[src/rtl/core/amcb_pkg.sv]
// Shared types and constants for the bitmask-DP assignment core.
// Holds the control word, sequencer status and step codes.
// No dependencies; used by every module of the core.
package amcb_pkg;

    localparam int MAX_N_DEF     = 10;
    localparam int COST_BITS_DEF = 16;

    // Fixed field widths at the ports
    localparam int ROW_W       = 4;
    localparam int COL_W       = 4;
    localparam int COST_IN_W   = 16;
    localparam int PERSONS_W   = 4;
    localparam int MIN_COST_W  = 20;
    localparam int IN_TDATA_W  = 24;
    localparam int OUT_TDATA_W = 24;

    // Program step codes
    localparam int STEP_W = 4;
    typedef logic [STEP_W-1:0] t_step;
    localparam t_step ST_CLR  = 4'd0;
    localparam t_step ST_RDH  = 4'd1;
    localparam t_step ST_CHK  = 4'd2;
    localparam t_step ST_RDT  = 4'd3;
    localparam t_step ST_REL  = 4'd4;
    localparam t_step ST_INCJ = 4'd5;
    localparam t_step ST_NEXT = 4'd6;
    localparam t_step ST_RDF  = 4'd7;
    localparam t_step ST_OUT  = 4'd8;
    localparam t_step ST_IDLE = 4'd9;
    localparam t_step ST_LAST = ST_IDLE;

    typedef enum logic [2:0] {
        C_NONE,
        C_NO_RUN,
        C_MASK_MORE,
        C_SKIP,
        C_BIT_SET,
        C_J_MORE,
        C_OUT_BUSY
    } t_cond;

    // One microcode word
    typedef struct packed {
        logic  s_ready;    // accept input transfers
        logic  n_latch;    // latch side n, clear mask
        logic  tbl_clear;  // clearing write at mask
        logic  rd_here;    // read table at mask, latch person
        logic  rd_tgt;     // read target entry and cost
        logic  wr_rel;     // relax write if candidate is smaller
        logic  mask_step;  // mask advance, wraps at last
        logic  j_clr;
        logic  j_inc;
        logic  rd_full;    // read table at full mask
        logic  out_load;   // load result register when free
        t_cond cond;
        t_step target;
    } t_ctrl;

    // Datapath flags seen by the sequencer
    typedef struct packed {
        logic run_req;
        logic mask_more;
        logic skip;
        logic bit_set;
        logic j_more;
        logic out_busy;
    } t_stat;

endpackage

[src/rtl/core/amcb_seq.sv]
// Microcode sequencer: step counter, program ROM and jump logic.
// Depends on amcb_pkg for the control word, status and step codes.
module amcb_seq (
    input  logic           i_clk,
    input  logic           i_rst_n,
    input  amcb_pkg::t_stat i_stat,
    output amcb_pkg::t_ctrl o_ctl
);
    import amcb_pkg::*;

    t_step r_upc;
    t_step n_upc;
    logic  take;

    function automatic t_ctrl f_rom(input t_step s);
        t_ctrl w;
        w = '0;
        w.cond   = C_NONE;
        w.target = ST_IDLE;
        unique case (s)
            ST_CLR: begin
                w.tbl_clear = 1'b1; w.mask_step = 1'b1;
                w.cond = C_MASK_MORE; w.target = ST_CLR;
            end
            ST_RDH: begin
                w.rd_here = 1'b1; w.j_clr = 1'b1;
            end
            ST_CHK: begin
                w.cond = C_SKIP; w.target = ST_NEXT;
            end
            ST_RDT: begin
                w.rd_tgt = 1'b1;
                w.cond = C_BIT_SET; w.target = ST_INCJ;
            end
            ST_REL: begin
                w.wr_rel = 1'b1;
            end
            ST_INCJ: begin
                w.j_inc = 1'b1;
                w.cond = C_J_MORE; w.target = ST_RDT;
            end
            ST_NEXT: begin
                w.mask_step = 1'b1;
                w.cond = C_MASK_MORE; w.target = ST_RDH;
            end
            ST_RDF: begin
                w.rd_full = 1'b1;
            end
            ST_OUT: begin
                w.out_load = 1'b1;
                w.cond = C_OUT_BUSY; w.target = ST_OUT;
            end
            ST_IDLE: begin
                w.s_ready = 1'b1; w.n_latch = 1'b1;
                w.cond = C_NO_RUN; w.target = ST_IDLE;
            end
            default: begin
                w.cond = C_NONE; w.target = ST_IDLE;
            end
        endcase
        return w;
    endfunction

    assign o_ctl = f_rom(r_upc);

    always_comb begin
        unique case (o_ctl.cond)
            C_NONE:      take = 1'b0;
            C_NO_RUN:    take = !i_stat.run_req;
            C_MASK_MORE: take = i_stat.mask_more;
            C_SKIP:      take = i_stat.skip;
            C_BIT_SET:   take = i_stat.bit_set;
            C_J_MORE:    take = i_stat.j_more;
            C_OUT_BUSY:  take = i_stat.out_busy;
            default:     take = 1'b0;
        endcase
        priority if (take) begin
            n_upc = o_ctl.target;
        end else if (r_upc >= ST_LAST) begin
            n_upc = ST_CLR;
        end else begin
            n_upc = r_upc + t_step'(1);
        end
    end

    always_ff @(posedge i_clk) begin
        if (!i_rst_n) begin
            r_upc <= ST_IDLE;
        end else begin
            r_upc <= n_upc;
        end
    end

endmodule

[config.mk]
export PLATFORM = sky130hd
export DESIGN_NAME = amcb_seq
export DESIGN_NICKNAME = d
export VERILOG_FILES = /design/src/rtl/core/amcb_pkg.sv /design/src/rtl/core/amcb_seq.sv
export SDC_FILE = /design/constraint.sdc
export NUM_CORES = 1
export LEC_CHECK = 0
export ABC_CLOCK_PERIOD_IN_PS = 5100
export BUFFER_PORTS_ARGS = -buffer_cell sky130_fd_sc_hd__buf_4
export CAP_MARGIN = 20
export CELL_PAD_IN_SITES_DETAIL_PLACEMENT = 0
export CELL_PAD_IN_SITES_GLOBAL_PLACEMENT = 1
export CORE_ASPECT_RATIO = 1.4
export CORE_MARGIN = 1.5
export CORE_UTILIZATION = 37
export CTS_CLUSTER_SIZE = 20
export DETAILED_ROUTE_END_ITERATION = 8
export GPL_TIMING_DRIVEN = 0
export PLACE_DENSITY_LB_ADDON = 0.12
export SYNTH_ARGS = -nofsm -noshare
export SYNTH_HDL_FRONTEND = slang
export SYNTH_SLANG_ARGS = --single-unit
[constraint.sdc]
create_clock -name i_clk -period 5.1 [get_ports i_clk]
set_input_delay 1.02 -clock i_clk [delete_from_list [all_inputs] [get_ports i_clk]]
set_output_delay 1.02 -clock i_clk [all_outputs]
set_load 0.03 [all_outputs]
## Yosys cells after proc, flatten, opt, wreduce, memory -nomap -nowiden

Cells that the tools add are included.

| word-level totals | value |
|---|---|
| flip-flop bits (word level) | 4 |
| bits of input ports | 8 |
| output and inout port bits | 18 |
| logic and storage cells | 34 |

| operators by class | value |
|---|---|
| $add $sub $neg | 1 |
| magnitude comparators | 1 |
| eq/ne operators | 15 |
| multiplexer cells | 13 |
| reductions and logical operators | 3 |

Operators by type and width:

| operator | number |
|---|---|
| 7-bit one-hot mux with 7 select lines | 1 |
| 4-bit by 3-bit equality test with 1-bit output (second input constant) | 4 |
| 3-bit equality test (second input constant) | 3 |
| 4-bit by 2-bit equality test with 1-bit output (second input constant) | 2 |
| 4-bit equality test (second input constant) | 2 |
| 1-bit two-way mux | 8 |
| 4-bit two-way mux | 2 |
| 3-bit by 2-bit equality test with 1-bit output (second input constant) | 2 |
| 1-bit one-hot mux with 6 select lines | 1 |
| 4-bit by 1-bit adder with 4-bit output (second input constant) | 1 |
| 4-bit by 1-bit equality test with 1-bit output (second input constant) | 1 |
| 4-bit greater-or-equal comparator (second input constant) | 1 |
| 4-bit logical NOT | 1 |
| 3-bit by 1-bit equality test with 1-bit output (second input constant) | 1 |
| 2-bit two-way mux | 1 |
| 2-bit OR reduction | 1 |
| 1-bit logical NOT | 1 |

## Logic depth before layout (Yosys ltp)

Gate-level depths: netlist (run 1).

| logic depth | value |
|---|---|
| word-level depth | 5 |
| depth in mapped cells | 8 |
| depth with buffers taken out | 7 |

## Least setup slack after synthesis (run 1)

OpenSTA, ideal clock, no wires.

| timing path | value |
|---|---|
| kind | reg2out |
| from | register r_upc[1] |
| to | output port o_ctl[17] in the netlist's numbering |
| data arrival time | 1.807 ns |
| data required time | 4.080 ns |
| setup slack | 2.273 ns |
| stages on the path, launching flop included | 6 |
| buffers on the path | 2 |
| path through | dfxtp_1 > inv_1 > ha_1 > clkbuf_8 > nor3b_1 > buf_4 |

RTL lines:

| what | line | text |
|---|---|---|
| from (decl) | amcb_seq.sv:11 | `t_step r_upc;` |
| from (signal assigned) | amcb_seq.sv:90 | `r_upc <= n_upc;` |
| to (decl) | amcb_seq.sv:7 | `output amcb_pkg::t_ctrl o_ctl` |

==> impl_metrics.toml, run 1 <==
[worst_setup_path]
critPathLaunchType = "register"
setup.worst_path.end_class = "output pin"
cp_slowest_cell = "dfxtp_1"
critPathBufInv = 3
worstPathRequired_ns = 4.08
timing.setup.critical_path_class = "register to output pin"
timing.critical_path.fanout_max = 8
worst_ep_arrival_time_ns = 1.88
path_delay_family = "simple AND/OR/NAND/NOR gates"
slowest_delay_ns = 0.33
worstPathCellList = "inv_1, ha_1, nand2b_1, buf_6, nor2_1, a21oi_1, or2_2, buf_4"

[global_routing]
remaining_overflow_grt = 0
grt_antenna_before_repair = 0
first_global_vias = 601
wire_length_of_the_first_global_routing_pass_um = 2525
grt_max_degree = 11
total_routing_resource_utilization_after_global_routing = 0.1743

[placed_design]
io_buffer_count = 25
globalplace.congestion = 0.7117
detailed_place_hpwl_um = 1266

[timing]
final-hold-violation-count = 0
fin_crit_ns = 2.895
timing_max_transition_violations_final = 0
rsz0062_at_grt = "no"
timing.clock.skew_ns = 0.003131
slew_headroom = 0.7922
timing.final.crit_share = 0.5677
maxClockFrequency_mhz = 345.4
timing.setup.tns_ns = 0
report.final.setup_viol = 0
timing_worst_slew_pin_value_ns = 0.3117

[floorplan]
i_o_pins = 26
floorplan_core_area_sq_um = 1757
die-width_um = 39.52
die-area_sq_um = 2139
die_height_um = 54.12
start_util = 0.3932
std_cell_rows = 18

[clock_tree]
postCtsSetupBuffers = 0
clock_insertion_delay_worst_skew_ns = 0.23
clock_pin_slew_reported_for_the_worst_setup_and_hold_paths_after_clock_tree_synthesis_ns = 0.04
ctsLongestPathBuffers = 2
cts_resized = 0
cts_made_buffers = 3
htree_num_levels = 1
clock_sinks = 4
cts.hold.buffers_added = 0
tritoncts = "done"
clk_root_buffer_cell = "clkbuf_4"

[synthesis]
synthTopCellsByCount = "and2_1, mux2i_1, ha_1, nand2_1"
yosys_register_bits = 4
yosys-top-cells-area = "dfxtp_1, ha_1, mux2i_1"
syn_area_sq_um = 690.7
synth_warnings = 0
synth_top_flop_cell = "dfxtp_1"
synth_top_area_frac = 0.1159
number_of_instances_in_the_synthesized_netlist = 80
syn-num-nets = 93
yosys.cell_types.count = 40
syn_avg_cell_area_sq_um = 8.633
synth_enable_flop_cells = 0
synth_async_sr_flop_share = 0
synth_largest_area_cell = "dfxtp_1"
synth-seq-area-share = 0.1159

[pwr]
internal_power_mw = 0.3238
fin_total_pwr_mw = 0.6572
netSwitchingFraction = 0.5073
net-switching-power_mw = 0.3334
combinationalPowerShare = 0.859
power_density_nw_per_um2 = 709.8
p_seq_frac = 0.084
p_leak_nw = 0.4440
ir_worst_vdd_v = 0.0003017
clockPowerShare = 0.057

[route]
post_drt_wl_per_cell_um = 12.23
drtIter0Drc = 13
routed_via_density = 5.070
detail_route.first_pass.iterations = 4
drt_wl_total_um = 1566
ant_nets = 0
vias_after_detailed_routing = 649
remaining_drc_errors = 0

[cells_and_area]
post_route_cells_drive_above_1_share = 0.4352
antenna-diode-count = 0
filler_cell_count = 187
largest_register_ff_count = 4
number_of_nets_in_the_layout = 123
areaGrowthSynthToFinish_pct = 34.06
top_regs = "r_upc x4"
post-route-util = 0.5271
regMostFlops = "r_upc"

[run]
max_cap_violations = 0

[min_path]
min_path_type = "register to register"

[run_status]
outcome = "finished clean"
-- cells by family (layout without fill, tap and decap cells) --
group	Yosys count	in the layout	share of synthesized area
adder cells (fa/ha/maj)	5	5	0.09058
buffers and inverters	12	40	0.1232
AND/OR/NAND/NOR	31	31	0.2627
flip-flops	4	4	0.1159
multiplexers	9	9	0.1467
XOR/XNOR	1	1	0.01268
AO/OA/AOI/OAI	18	18	0.2482
-- worst paths after layout --
check | from | end | slack, ns | cells after the start
worst max-delay path | r_upc[0] | o_ctl[0] | 2.20 | 8
worst min-delay path | r_upc[1] | r_upc[3] | 0.69 | 3
worst max register to register | r_upc[0] | r_upc[0] | 3.00 | 8
worst min register to register | r_upc[1] | r_upc[3] | 0.69 | 3
-- power groups by stage --
stage | combinational, mW | clock, mW | sequential (mW)
6_report | 0.565 | 0.0373 | 0.0554
5_1_grt | 0.610 | 0.0442 | 0.0565
4_1_cts | 0.572 | 0.0397 | 0.0550
3_5_place_dp | 0.570 | 0 | 0.0556
3_3_place_gp | 0.570 | 0 | 0.0553
2_1_floorplan | 0.434 | 0 | 0.0533
-- worst register-to-register path, delay by kind of cell, from the launching register on --
kind	cells	cell delay (ns)
AOI/OAI and AO/OA	3	0.61
adders and majority gates	1	0.31
buffers and inverters	2	0.24
DFF	1	0.37
muxes	1	0.33
and+or+nand+nor	1	0.13
-- metrics by stage --
step                hold slack [ns]  area (sq um)  std cells  worst slack [ns]
finish                       0.6905         925.9        128             2.205
global route                 0.7344         925.9        128             2.042
CTS                          0.7018         925.9        128             2.189
detailed placement           0.6948         903.4        125             2.451
global placement             0.6937         903.4        125             2.477
floorplan                    0.6252         690.7         80             2.273
-- cell usage in the layout (no fill, tap or decap), drive strengths merged, types with 2 or more instances in the layout --
cell type	count
clkbuf	5
mux2i	6
ha	5
nor2	4
a21o	2
dfxtp	4
inv	4
mux2	3
o21ai	2
nand3	4
nand2	5
buf	31
o21bai	2
nand2b	4
a21oi	4
and2	6
-- per-layer routing --
layer  global-route usage  up-vias  share of wire
li1                     -      333              -
met3              0.02893        2          0.033
met1               0.1816      299           0.41
met4               0.1034        0          0.011
met2               0.3115       15           0.54
met5                    0        -              0
-- layout make-up --
type	count	area [sq um]	area share
buffer	8	70.07	0.07568
clock buffer	3	22.52	0.02432
inverter	4	15.01	0.01622
multi-input combinational	64	525.5	0.5676
sequential	4	80.08	0.08649
tap	20	25.02	0.02703
timing repair buffer	25	187.7	0.2027
Note: power is estimated with default switching activity, not from simulation.
==> inputs of run 2 (changes only) <==
- ABC_CLOCK_PERIOD_IN_PS: 5100 -> 2500
- CORE_UTILIZATION: 37 -> 31
- clock period: 5.1 -> 2.5 ns (I/O delays scaled with it)
==> impl_metrics.toml, run 2 (synthesis results as in run 1) <==
[run_status]
outcome = "finished clean"

[worst_setup_path]
timing.reg2reg.worst_path_depth = 8
timing.setup.critical_path_class = "register to output pin"
setup.worst_path.end_class = "output pin"
cp_slowest_cell = "dfxtp_1"
critPathBufInv = 3
timing.rr.start = "r_upc[0]"
reg2reg_to = "r_upc[0]"
slowest_delay_ns = 0.33
worst_ep_arrival_time_ns = 1.85
timing.critical_path.fanout_max = 8
r2r_setup_slack_ns = 0.40
path_delay_family = "simple AND/OR/NAND/NOR gates"
worstPathRequired_ns = 2.00
worstPathCellList = "inv_1, ha_1, nand2b_1, buf_6, nor2_1, a21oi_1, or2_2, buf_4"
critPathLaunchType = "register"

[clock_tree]
clock_insertion_delay_worst_skew_ns = 0.23
clock_sinks = 4
htree_num_levels = 1
cts_resized = 0
clock_pin_slew_reported_for_the_worst_setup_and_hold_paths_after_clock_tree_synthesis_ns = 0.03
clk_root_buffer_cell = "clkbuf_4"
cts.hold.buffers_added = 0
cts_made_buffers = 3
ctsLongestPathBuffers = 2
postCtsSetupBuffers = 0
tritoncts = "done"

[cells_and_area]
multiInputGateArea_sq_um = 525.5
filler_cell_count = 227
regMostFlops = "r_upc"
number_of_nets_in_the_layout = 123
largest_register_ff_count = 4
leading_cell_type_in_the_layout_fill_and_taps_excluded = "buf_4"
antenna-diode-count = 0
post_route_cells_drive_above_1_share = 0.4352
top_regs = "r_upc x4"
top_library_cells_by_usage_in_the_layout_fill_and_taps_aside = "buf_4, and2_1, mux2i_1, nand2_1, ha_1"
areaGrowthSynthToFinish_pct = 34.42
final-seq-area_sq_um = 80.08

[min_path]
whs_endpoint = "r_upc[2]"
timing.hold.worst_path_depth = 3
holdCritStartpoint = "i_rst_n"
min_path_type = "primary input to register"

[route]
vias_after_detailed_routing = 639
ant_nets = 0
remaining_drc_errors = 0
detail_route.first_pass.iterations = 1
routed_via_density = 4.915
drt_wl_total_um = 1612
drtIter0Drc = 0
post_drt_wl_per_cell_um = 12.40

[global_routing]
grt_max_degree = 11
remaining_overflow_grt = 0
total_routing_resource_utilization_after_global_routing = 0.1457
grt_antenna_before_repair = 0
first_global_vias = 610
wire_length_of_the_first_global_routing_pass_um = 2808

[pwr]
power_density_nw_per_um2 = 1449
p_leak_nw = 0.4440
ir_worst_vdd_v = 0.0005647

[run]
max_cap_violations = 0

[floorplan]
die-area_sq_um = 2524
die_height_um = 58.85
start_util = 0.3247
die-width_um = 42.89
floorplan_core_area_sq_um = 2127
std_cell_rows = 20
i_o_pins = 26

[placed_design]
io_buffer_count = 25
globalplace.congestion = 0.7387
detailed_place_hpwl_um = 1345

[timing]
rsz0062_at_grt = "no"
timing_max_transition_violations_final = 0
report.final.setup_viol = 0
timing.clock.skew_ns = 0.0006160
slew_headroom = 0.7848
timing.final.crit_share = 0.9395
hold-worst-slack_ns = 0.5716
timing.setup.tns_ns = 0
fin_crit_ns = 2.349
timing_worst_slew_pin_value_ns = 0.3229
maxClockFrequency_mhz = 425.8
final-hold-violation-count = 0
run 2: how the worst max path moves through the flow:
stage,endpoint,from,slack (ns),cells past startpoint
2_1_floorplan,o_ctl[17],r_upc[1],0.19,5
3_3_place_gp,o_ctl[0],r_upc[0],0.37,8
3_5_place_dp,o_ctl[0],r_upc[0],0.39,8
4_1_cts,o_ctl[0],r_upc[0],0.14,8
5_1_grt,o_ctl[0],r_upc[0],0.004,8
6_report,o_ctl[0],r_upc[0],0.15,8
run 2: per-stage QoR:
step                setup slack, ns  power, mW  cells  area [sq um]  utilization
floorplan                    0.1931     0.9943     80         690.7            -
global placement             0.3671      1.277    127         905.9       0.4259
detailed placement           0.3860      1.283    127         905.9       0.4259
CTS                          0.1355      1.363    130         928.4       0.4365
global route               0.004269      1.452    130         928.4       0.4365
finish                       0.1513      1.345    130         928.4       0.4365
run 2: report_power, final:
| group | switching (mW) | leakage, nW | internal [mW] |
|---|---|---|---|
| combinational | 0.639 | 0.397 | 0.518 |
| clock | 0.0216 | 0.0138 | 0.0533 |
| sequential | 0.0236 | 0.0330 | 0.0893 |
| total | 0.685 | 0.444 | 0.661 |
run 2: layout make-up:
type / count / share of cell area
buffer: 8 / 0.07547
clock buffer: 3 / 0.02426
inverter: 4 / 0.01617
multi-input combinational: 64 / 0.5660
sequential: 4 / 0.08625
tap: 22 / 0.02965
timing repair buffer: 25 / 0.2022
run 2: worst reg2reg max path: stages (launching register included):
cell and delay [ns]:
dfxtp_1 0.37, inv_1 0.11, ha_1 0.30, nand2b_1 0.12
buf_6 0.13, o2bb2ai_2 0.08, o21bai_1 0.19, a32oi_4 0.35
mux2_4 0.33
run 2: per-layer routing:
layer | up-vias | GRT usage | wire, um
li1 | 332 | - | -
met1 | 290 | 0.1757 | 669
met2 | 15 | 0.2381 | 846
met3 | 2 | 0.03988 | 86
met4 | 0 | 0.06696 | 9
met5 | - | 0 | 0
